==> config.mk <==
export PLATFORM = sky130hd
export DESIGN_NAME = battery_level_estimator
export DESIGN_NICKNAME = d
export VERILOG_FILES = /design/src/hdl/ble_pkg.sv /design/src/hdl/ble_seg_sel.sv /design/src/hdl/battery_level_estimator.sv
export SDC_FILE = /design/constraint.sdc
export NUM_CORES = 1
export LEC_CHECK = 0
export BUFFER_PORTS_ARGS = -buffer_cell sky130_fd_sc_hd__buf_4
export CAP_MARGIN = 30
export CELL_PAD_IN_SITES_DETAIL_PLACEMENT = 1
export CELL_PAD_IN_SITES_GLOBAL_PLACEMENT = 2
export CORE_MARGIN = 2
export CORE_UTILIZATION = 44
export DETAILED_ROUTE_END_ITERATION = 6
export GPL_TIMING_DRIVEN = 0
export PLACE_DENSITY = 0.8
export SETUP_SLACK_MARGIN = 0.02
export SYNTH_ARGS = -nofsm -noshare
export SYNTH_HDL_FRONTEND = slang
export SYNTH_HIERARCHICAL = 1
export SYNTH_SLANG_ARGS = --single-unit
==> constraint.sdc <==
create_clock -name clk -period 9.2 [get_ports clk]
set_clock_uncertainty 0.1 [all_clocks]
set_input_delay 2.3 -clock clk [delete_from_list [all_inputs] [get_ports clk]]
set_output_delay 2.3 -clock clk [all_outputs]
set_load 0.1 [all_outputs]
==> src/hdl/ble_pkg.sv <==
// Shared types and constants for the battery level estimator.
// No dependencies; imported by ble_seg_sel and battery_level_estimator.
package ble_pkg;

  localparam int SAMPLE_W        = 12;
  localparam int MV_W            = 13;
  localparam int PCT_W           = 7;
  localparam int OFFS_W          = 9;
  localparam int RECIP_W         = 14;
  localparam int RECIP_SHIFT     = 16;
  localparam int AVG_SAMPLES_DEF = 16;
  localparam int ADC_FULL        = 4095;
  localparam int MV_SCALE        = 440;
  localparam int MV_DIV_UNIT     = 273;
  localparam int TABLE_POINTS    = 14;
  localparam int CRIT_RESET      = 5;

  localparam logic [MV_W-1:0] LVL_MV [TABLE_POINTS] = '{
    13'd3000, 13'd3500, 13'd3600, 13'd3700, 13'd3750, 13'd3800, 13'd3850,
    13'd3900, 13'd3950, 13'd4000, 13'd4050, 13'd4100, 13'd4150, 13'd4200
  };

  localparam logic [PCT_W-1:0] LVL_PCT [TABLE_POINTS] = '{
    7'd0, 7'd5, 7'd10, 7'd20, 7'd30, 7'd40, 7'd50,
    7'd60, 7'd70, 7'd80, 7'd85, 7'd90, 7'd95, 7'd100
  };

  // ceil(2^16 / (span / rise)) for each segment
  localparam logic [RECIP_W-1:0] SEG_RECIP [TABLE_POINTS-1] = '{
    14'd656, 14'd3277, 14'd6554, 14'd13108, 14'd13108, 14'd13108, 14'd13108,
    14'd13108, 14'd13108, 14'd6554, 14'd6554, 14'd6554, 14'd6554
  };

  typedef struct packed {
    logic [OFFS_W-1:0]  offset;
    logic [PCT_W-1:0]   base;
    logic [RECIP_W-1:0] recip;
  } seg_t;

endpackage

==> src/hdl/ble_seg_sel.sv <==
// Segment lookup of the LiPo discharge table for a millivolt value.
// Depends on ble_pkg for the table and the segment struct.
module ble_seg_sel
  import ble_pkg::*;
(
  input  logic [MV_W-1:0] mv,
  output seg_t            seg
);

  always_comb begin
    logic [3:0] idx;
    idx = '0;
    seg = '0;
    if (mv >= LVL_MV[TABLE_POINTS-1]) begin
      seg.base = LVL_PCT[TABLE_POINTS-1];
    end else if (mv > LVL_MV[0]) begin
      for (int k = 0; k < TABLE_POINTS - 1; k++) begin
        if (mv > LVL_MV[k]) begin
          idx = 4'(k);
        end
      end
      seg.offset = OFFS_W'(mv - LVL_MV[idx]);
      seg.base   = LVL_PCT[idx];
      seg.recip  = SEG_RECIP[idx];
    end
  end

endmodule

==> src/hdl/battery_level_estimator.sv <==
// Battery level estimator top level: averaging, millivolt scaling, percent mapping.
// Depends on ble_pkg and ble_seg_sel.
//
// Usage:
//   in_*  : one 12-bit ADC sample per transaction in in_tdata[11:0].
//   out_* : one result per AVG_SAMPLES input transactions;
//           out_tdata[12:0] millivolts, out_tdata[19:13] percent,
//           out_tuser[0] critical (percent below the threshold).
//   cfg_* : write of the 7-bit critical threshold, always ready.
// Samples are summed; the last sample of a group releases the sum into a
// six-stage pipeline (scale multiply, reciprocal multiply, back multiply,
// remainder correction, table segment lookup, interpolation). The sum is
// registered first, and out_tvalid is the valid of the interpolation stage.
// Throughput: one sample per cycle; each stage holds only while the stages
// after it are full and out_tready is low, so samples keep being taken while
// a result waits. in_tready drops only when every stage is full and stalled.
// Reset clears the sum, the sample count, all stage valids and sets the
// threshold to 5.
module battery_level_estimator
  import ble_pkg::*;
#(
  parameter int AVG_SAMPLES = AVG_SAMPLES_DEF
) (
  input  logic        clk,
  input  logic        rst_n,
  input  logic        in_tvalid,
  output logic        in_tready,
  input  logic [15:0] in_tdata,   // [11:0] sample
  output logic        out_tvalid,
  input  logic        out_tready,
  output logic [23:0] out_tdata,  // [12:0] millivolts, [19:13] percent
  output logic [0:0]  out_tuser,  // [0] critical
  input  logic        cfg_valid,
  output logic        cfg_ready,
  input  logic [6:0]  cfg_data    // [6:0] critical_percent
);

  localparam int     SUM_W = $clog2(AVG_SAMPLES * ADC_FULL + 1);
  localparam int     CNT_W = (AVG_SAMPLES > 1) ? $clog2(AVG_SAMPLES) : 1;
  localparam longint DIV   = longint'(AVG_SAMPLES) * MV_DIV_UNIT;
  localparam longint Y_MAX = longint'(AVG_SAMPLES) * ADC_FULL * MV_SCALE;
  localparam int     Y_W   = $clog2(Y_MAX + 1);
  localparam longint RECIP = (longint'(1) << Y_W) / DIV;
  localparam int     M_W   = $clog2(RECIP + 1);
  localparam int     P_W   = Y_W + M_W;
  localparam int     SP_W  = OFFS_W + RECIP_W;

  logic [SUM_W-1:0] sum_r;
  logic [CNT_W-1:0] cnt_r;
  logic [PCT_W-1:0] crit_r;

  logic             v1_r, v2_r, v3_r, v4_r, v5_r, v6_r;
  logic [SUM_W-1:0] gsum_r;
  logic [Y_W-1:0]   y2_r, y3_r, y4_r, qd4_r;
  logic [MV_W-1:0]  qe3_r, qe4_r, mv5_r, mv6_r;
  seg_t             seg6_r;
  logic             out_valid_r;
  logic [MV_W-1:0]  out_mv_r;
  logic [PCT_W-1:0] out_pct_r;
  logic             out_crit_r;

  logic             a1, a2, a3, a4, a5, a6, ao;
  logic             in_fire, last;
  logic [SUM_W-1:0] sum_nxt;
  logic [Y_W-1:0]   y_nxt;
  logic [P_W-1:0]   prod;
  logic [Y_W-1:0]   qd_nxt;
  logic [Y_W-1:0]   rem;
  logic [MV_W-1:0]  mv_nxt;
  seg_t             seg;
  logic [SP_W-1:0]  sp;
  logic [PCT_W-1:0] pct_nxt;

  assign ao = !out_valid_r || out_tready;
  assign a6 = !v6_r || ao;
  assign a5 = !v5_r || a6;
  assign a4 = !v4_r || a5;
  assign a3 = !v3_r || a4;
  assign a2 = !v2_r || a3;
  assign a1 = !v1_r || a2;

  assign in_tready = a1;
  assign in_fire   = in_tvalid && in_tready;
  assign last      = (cnt_r == CNT_W'(AVG_SAMPLES - 1));
  assign sum_nxt   = sum_r + SUM_W'(in_tdata[SAMPLE_W-1:0]);
  assign cfg_ready = 1'b1;

  always_ff @(posedge clk) begin
    if (!rst_n) begin
      sum_r  <= '0;
      cnt_r  <= '0;
      crit_r <= PCT_W'(CRIT_RESET);
    end else begin
      if (cfg_valid) begin
        crit_r <= cfg_data;
      end
      if (in_fire) begin
        if (last) begin
          sum_r <= '0;
          cnt_r <= '0;
        end else begin
          sum_r <= sum_nxt;
          cnt_r <= cnt_r + 1'b1;
        end
      end
    end
  end

  assign y_nxt  = Y_W'(gsum_r) * Y_W'(MV_SCALE);
  assign prod   = P_W'(y2_r) * P_W'(RECIP);
  assign qd_nxt = Y_W'(qe3_r) * Y_W'(DIV);
  assign rem    = y4_r - qd4_r;
  assign mv_nxt = qe4_r + MV_W'(rem >= Y_W'(DIV));
  assign sp     = SP_W'(seg6_r.offset) * SP_W'(seg6_r.recip);
  assign pct_nxt = seg6_r.base + sp[RECIP_SHIFT +: PCT_W];

  ble_seg_sel u_seg_sel (
    .mv  (mv5_r),
    .seg (seg)
  );

  always_ff @(posedge clk) begin
    if (!rst_n) begin
      v1_r        <= 1'b0;
      v2_r        <= 1'b0;
      v3_r        <= 1'b0;
      v4_r        <= 1'b0;
      v5_r        <= 1'b0;
      v6_r        <= 1'b0;
      out_valid_r <= 1'b0;
    end else begin
      if (a1) v1_r <= in_fire && last;
      if (a2) v2_r <= v1_r;
      if (a3) v3_r <= v2_r;
      if (a4) v4_r <= v3_r;
      if (a5) v5_r <= v4_r;
      if (a6) v6_r <= v5_r;
      if (ao) out_valid_r <= v6_r;
    end
  end

  always_ff @(posedge clk) begin
    if (a1) gsum_r <= sum_nxt;
    if (a2) y2_r <= y_nxt;
    if (a3) begin
      y3_r  <= y2_r;
      qe3_r <= MV_W'(prod >> Y_W);
    end
    if (a4) begin
      y4_r  <= y3_r;
      qe4_r <= qe3_r;
      qd4_r <= qd_nxt;
    end
    if (a5) mv5_r <= mv_nxt;
    if (a6) begin
      mv6_r  <= mv5_r;
      seg6_r <= seg;
    end
    if (ao) begin
      out_mv_r   <= mv6_r;
      out_pct_r  <= pct_nxt;
      out_crit_r <= (pct_nxt < crit_r);
    end
  end

  assign out_tvalid = out_valid_r;
  assign out_tdata  = {4'b0000, out_pct_r, out_mv_r};
  assign out_tuser  = out_crit_r;

endmodule

* Word level (Yosys, flattened, before mapping)
Memories as Yosys holds them, arrays and structs flattened.
Cells that the tools add are included.
** Storage, ports and cells
- Register bits :: 240
- Memory bits (read-only) :: 544
- Input bits :: 28
- Output and inout bits :: 28
- Word-level logic and storage cells :: 99
- Memories :: 3
** Operators by class
- Add/sub/neg operators :: 6
- $mul :: 4
- $lt $le $gt $ge :: 17
- Equality and inequality tests :: 1
- Multiplexer cells :: 23
- Bitwise operators :: 2
- Reductions and logical operators :: 17
** Memory list
- (no name shown) :: words 16, width 14, read ports 1, clocked after memory_dff 0, write ports 0, RTL line ble_seg_sel.sv:24 : seg.recip = SEG_RECIP[idx];
- (no name shown) :: words 16, width 13, read ports 1, clocked after memory_dff 0, write ports 0, RTL line ble_seg_sel.sv:22 : seg.offset = OFFS_W'(mv - LVL_MV[idx]);
- (no name shown) :: words 16, width 7, read ports 1, clocked after memory_dff 0, write ports 0, RTL line ble_seg_sel.sv:23 : seg.base = LVL_PCT[idx];
** Operators by type and width (number)
- $gt A13 B12 Y1 const B :: 11
- $mul A22 B13 Y35 const B :: 1
- $mux W4 :: 8
- $mux W14 :: 2
- $gt A13 B13 Y1 const B :: 2
- $ge A25 B13 Y1 const B :: 1
- $sub A25 B25 Y25 :: 1
- $mul A9 B14 Y23 :: 1
- $mul A16 B6 Y22 const B :: 1
- $mul A13 B9 Y21 const B :: 1
- $mux W21 :: 1
- $mux W9 :: 2
- $add A16 B12 Y16 :: 1
- $mux W16 :: 1
- $mux W7 :: 2
- $add A13 B1 Y13 :: 1
- $ge A13 B13 Y1 const B :: 1
- $mux W3 :: 4
- $sub A9 B9 Y9 :: 1
- $add A7 B7 Y7 :: 1
- $logic_not A1 Y1 :: 7
- $logic_or A1 B1 Y1 :: 7
- $lt A7 B7 Y1 :: 1
- $ge A5 B5 Y1 const B :: 1
- other kinds (8) :: 10

* Logic depth before layout (Yosys ltp)
- Depth in word-level cells :: 20
- Gate-level depth with buffers :: 30
- Gate-level depth less buffers :: 29

* Hierarchy
The synthesis kept the hierarchy.
** Modules (own cells, without submodules)
- battery_level_estimator :: instances 1, cells each 1630, area an instance 18746.7 sq um, sequential area each 6686.4 sq um
- ble_seg_sel :: instances 1, cells each 224, area an instance 1427.6 sq um, sequential area each 0.0 sq um

* Worst setup path before layout
No wires, ideal clock.
- Path kind :: input -> output
- Start point :: in out_tready
- End point :: out in_tready
- Arrival :: 3976 ps
- Data required time :: 6800 ps
- Path slack :: 2824 ps
- Stages :: 5
- Path buffers :: 0
- Cell sequence :: nor2b_1 > and2_1 > and3_1 > and3_1 > nand2_1
** On the way
- Longest elaborated chain between the ends :: 7
** RTL lines
- start, declared :: RTL line battery_level_estimator.sv:30 : input logic out_tready,
- $logic_or A1 B1 Y1 :: RTL line battery_level_estimator.sv:74 : assign ao = !out_valid_r || out_tready;
- $logic_or A1 B1 Y1 :: RTL line battery_level_estimator.sv:75 : assign a6 = !v6_r || ao;
- $logic_or A1 B1 Y1 :: RTL line battery_level_estimator.sv:76 : assign a5 = !v5_r || a6;
- $logic_or A1 B1 Y1 :: RTL line battery_level_estimator.sv:77 : assign a4 = !v4_r || a5;
- $logic_or A1 B1 Y1 :: RTL line battery_level_estimator.sv:78 : assign a3 = !v3_r || a4;
- $logic_or A1 B1 Y1 :: RTL line battery_level_estimator.sv:79 : assign a2 = !v2_r || a3;
- $logic_or A1 B1 Y1 :: RTL line battery_level_estimator.sv:80 : assign a1 = !v1_r || a2;
- end, declared :: RTL line battery_level_estimator.sv:27 : output logic in_tready,
No other way between the ends.

* Worst setup path in the final report
- Start point :: reg seg6_r[23] (netlist name)
- End point :: reg out_crit_r (netlist: out_tuser), data pin
** On the way
- Longest elaborated chain between the ends :: 3
** RTL lines
- start, declared :: RTL line battery_level_estimator.sv:56 : seg_t seg6_r;
- start signal, assigned :: RTL line battery_level_estimator.sv:157 : seg6_r <= seg;
- $mul A9 B14 Y23 :: RTL line battery_level_estimator.sv:114 : assign sp = SP_W'(seg6_r.offset) * SP_W'(seg6_r.recip);
- $add A7 B7 Y7 :: RTL line battery_level_estimator.sv:115 : assign pct_nxt = seg6_r.base + sp[RECIP_SHIFT +: PCT_W];
- net pct_nxt[6] :: RTL line battery_level_estimator.sv:72 : logic [PCT_W-1:0] pct_nxt;
- $lt A7 B7 Y1 :: RTL line battery_level_estimator.sv:162 : out_crit_r <= (pct_nxt < crit_r);
- end signal, assigned :: RTL line battery_level_estimator.sv:162
- end, declared :: RTL line battery_level_estimator.sv:60 : logic out_crit_r;
The timed path passes the listed nets, and every way through them passes these cells.
A chain may end at the register's enable or synchronous reset.

==> flow_summary.json <==
{
  "status": "completed",
  "hold_buffers": 0,
  "tightest_slew_ns": 1.08,
  "utilization_pct": 49.0,
  "core_area_um2": 45300,
  "maxSlewViolCount": 0,
  "finalSetupViolCount": 0,
  "synth_edf_count": 200,
  "hold_viol": 0,
  "dpl_cell_area_um2": 21300,
  "synthFlopType": "edfxtp_1",
  "synthTopCellsByCount": "ha_1, inv_1, edfxtp_1, fa_1, nand2_1",
  "port_buffers": 44,
  "critPathMaxStageDelay_ns": 0.58,
  "vias": 13400,
  "finalInstanceArea_um2": 22200,
  "antenna_found_initial": 0,
  "final.setup.tns_ns": 0,
  "synth_area_per_cell_um2": 10.9,
  "synth_area_leaders": "edfxtp_1, fa_1, ha_1, inv_1, dfxtp_1",
  "holdPathStages": 0,
  "drc": 0,
  "clk_pin_slew_ns": 0.06,
  "cts.path.max_buffers": 3,
  "syn_inst": 1854,
  "gp_congestion": 0.847,
  "drive_gt1_share_pct": 6.41,
  "fmax_mhz": 137,
  "rsz0062_at_grt": "false",
  "critical_path_required_ns": 9.50,
  "worstRegToRegCells": 28,
  "syn_to_final_growth_pct": 9.89,
  "arrival_ns": 7.60,
  "worstSkewPairLatency_ns": 0.55,
  "postSynthRegisterBits": 234,
  "vias_per_cell": 5.25,
  "slew-limit-headroom_pct": 27.4,
  "cpMaxStageDelayCell": "fa_1",
  "wl_um": 45700,
  "fillerInstances": 4934,
  "drtPass1Iterations": 4,
  "grt-ovfl-total": 0,
  "cp-start-kind": "flip-flop",
  "drt_iter0_drc": 558,
  "synth_warnings": 6,
  "min_period_ns": 7.29,
  "crit_path_frequent_cell": "fa_1",
  "syn_area_um2": 20200,
  "die_area_um2": 47600,
  "cts.sinks": 234,
  "netlist-cell-type-count": 76,
  "ioPinCount": 56,
  "grt_pass1_wl_um": 75600,
  "cts-htree-levels": 1,
  "postCtsSetupBuffers": 0,
  "grt_use_total_pct": 20.0,
  "dieWidth_um": 218,
  "r2r-start": "seg6_r[23]",
  "synth_top_area_share_pct": 29.8,
  "rows": 78,
  "crit_path_end_kind": "flip-flop",
  "cts_tree": "built",
  "dp_hpwl_um": 37400,
  "drv_cap": 0,
  "critPathMaxFanout": 10,
  "yosysTopAreaCell": "edfxtp_1",
  "post_cts_resized": 0,
  "cts_root_buf": "clkbuf_16",
  "ant_nets": 0,
  "diodes": 0,
  "worstReg2RegEnd": "out_tuser",
  "grt_pass1_vias": 14500,
  "min_to": "out_mv_r[0]",
  "die_y_um": 218,
  "min_from": "mv6_r[0]",
  "synth_seq_area_share_pct": 33.1,
  "hold_path_class": "reg2reg",
  "initial_core_util_pct": 44.6,
  "cts_inserted_buffers": 27,
  "synthArstFlopShare_pct": 0,
  "grt_max_degree": 44,
  "fin_crit_sh_pct": 79.3,
  "rrSetupSlack_ns": 1.91,
  "wl_per_cell_um": 17.9,
  "fin_nets": 2424,
  "worstSetupPathType": "reg2reg"
}
[critical path, delay by kind of cell (launching register included)]
| family | cells | cell delay (ns) |
|---|---|---|
| xor gates and xnor gates | 2 | 0.43 |
| adders and majority gates | 7 | 3.12 |
| AOI/OAI and AO/OA | 9 | 1.69 |
| DFF | 1 | 0.50 |
| buffers and inverters | 4 | 0.63 |
| and+or+nand+nor | 6 | 0.68 |
[metrics by stage]
step           setup WS, ns  cells  hold slack [ns]
2_1_floorplan          2.82   1857            0.300
3_3_place_gp           1.98   2501            0.305
3_5_place_dp           1.88   2503            0.306
4_1_cts                1.87   2551            0.320
5_1_grt                1.46   2551            0.321
6_report               1.91   2551            0.317
[cell families after synthesis]
logic type | share of synthesized area [%]
buf+inv | 6.40
fa+ha+maj | 35.6
other cells | 0.0372
compound gates | 8.93
mux | 0.552
flops | 33.1
xor+xnor | 4.17
simple gates | 11.2
[how the worst max path moves through the flow]
stage / slack (ns) / start / end / cells past startpoint
CTS: 1.87 / seg6_r[23] / out_tuser / 28
finish: 1.91 / seg6_r[23] / out_tuser / 28
global placement: 1.98 / seg6_r[29] / out_tuser / 27
detailed placement: 1.88 / seg6_r[29] / out_tuser / 27
floorplan: 2.82 / out_tready / in_tready / 5
global route: 1.46 / seg6_r[23] / out_tuser / 28
[state kept, by name, summed over array words and instances, names as in the netlist, 16 cells and up]
register and flops:
seg6_r 30, y2_r 22, y3_r 21, y4_r 21, qd4_r 17, gsum_r 16, sum_r 16
[layer usage]
| layer | wire [um] | global-route usage (%) | vias up |
|---|---|---|---|
| met4 | 653 | 4.01 | 0 |
| met3 | 1530 | 2.27 | 45 |
| li1 | - | - | 6435 |
| met5 | 0 | 0 | - |
| met2 | 22200 | 34.3 | 168 |
| met1 | 21300 | 27.3 | 6732 |
[cell type report]
class / count / area, um2 / share of cell area [%]
inverters: 282 / 1060 / 4.77
repair buffers: 46 / 378 / 1.70
multi-input cells: 1293 / 12200 / 55.1
clock inverters: 12 / 93.8 / 0.423
well taps: 600 / 751 / 3.39
clock buffers: 36 / 761 / 3.43
plain buffers: 48 / 233 / 1.05
flip-flops and latches: 234 / 6690 / 30.2
[layout by cell type, fill, tap and decap left out, types with 15 or more instances in the layout]
| master | netlist | routed |
|---|---|---|
| inv_1 | 281 | 279 |
| edfxtp_1 | 200 | 200 |
| a21o_1 | 33 | 33 |
| xnor2_1 | 68 | 68 |
| a21oi_1 | 79 | 79 |
| clkbuf_16 | 0 | 28 |
| clkbuf_1 | 30 | 35 |
| dfxtp_1 | 34 | 34 |
| nor3_1 | 26 | 26 |
| nand3_1 | 33 | 33 |
| o21ai_0 | 39 | 39 |
| nand2b_1 | 16 | 16 |
| buf_4 | 10 | 54 |
| nor2b_1 | 31 | 31 |
| nand2_1 | 121 | 121 |
| xor2_1 | 28 | 28 |
| and2_1 | 78 | 78 |
| fa_1 | 183 | 183 |
| ha_1 | 281 | 281 |
| and3_1 | 15 | 15 |
| nor2_1 | 72 | 72 |
Power is left out: the tool's default activity adds up to more than one toggle a clock period on the data nets, which glitch-free logic cannot reach.
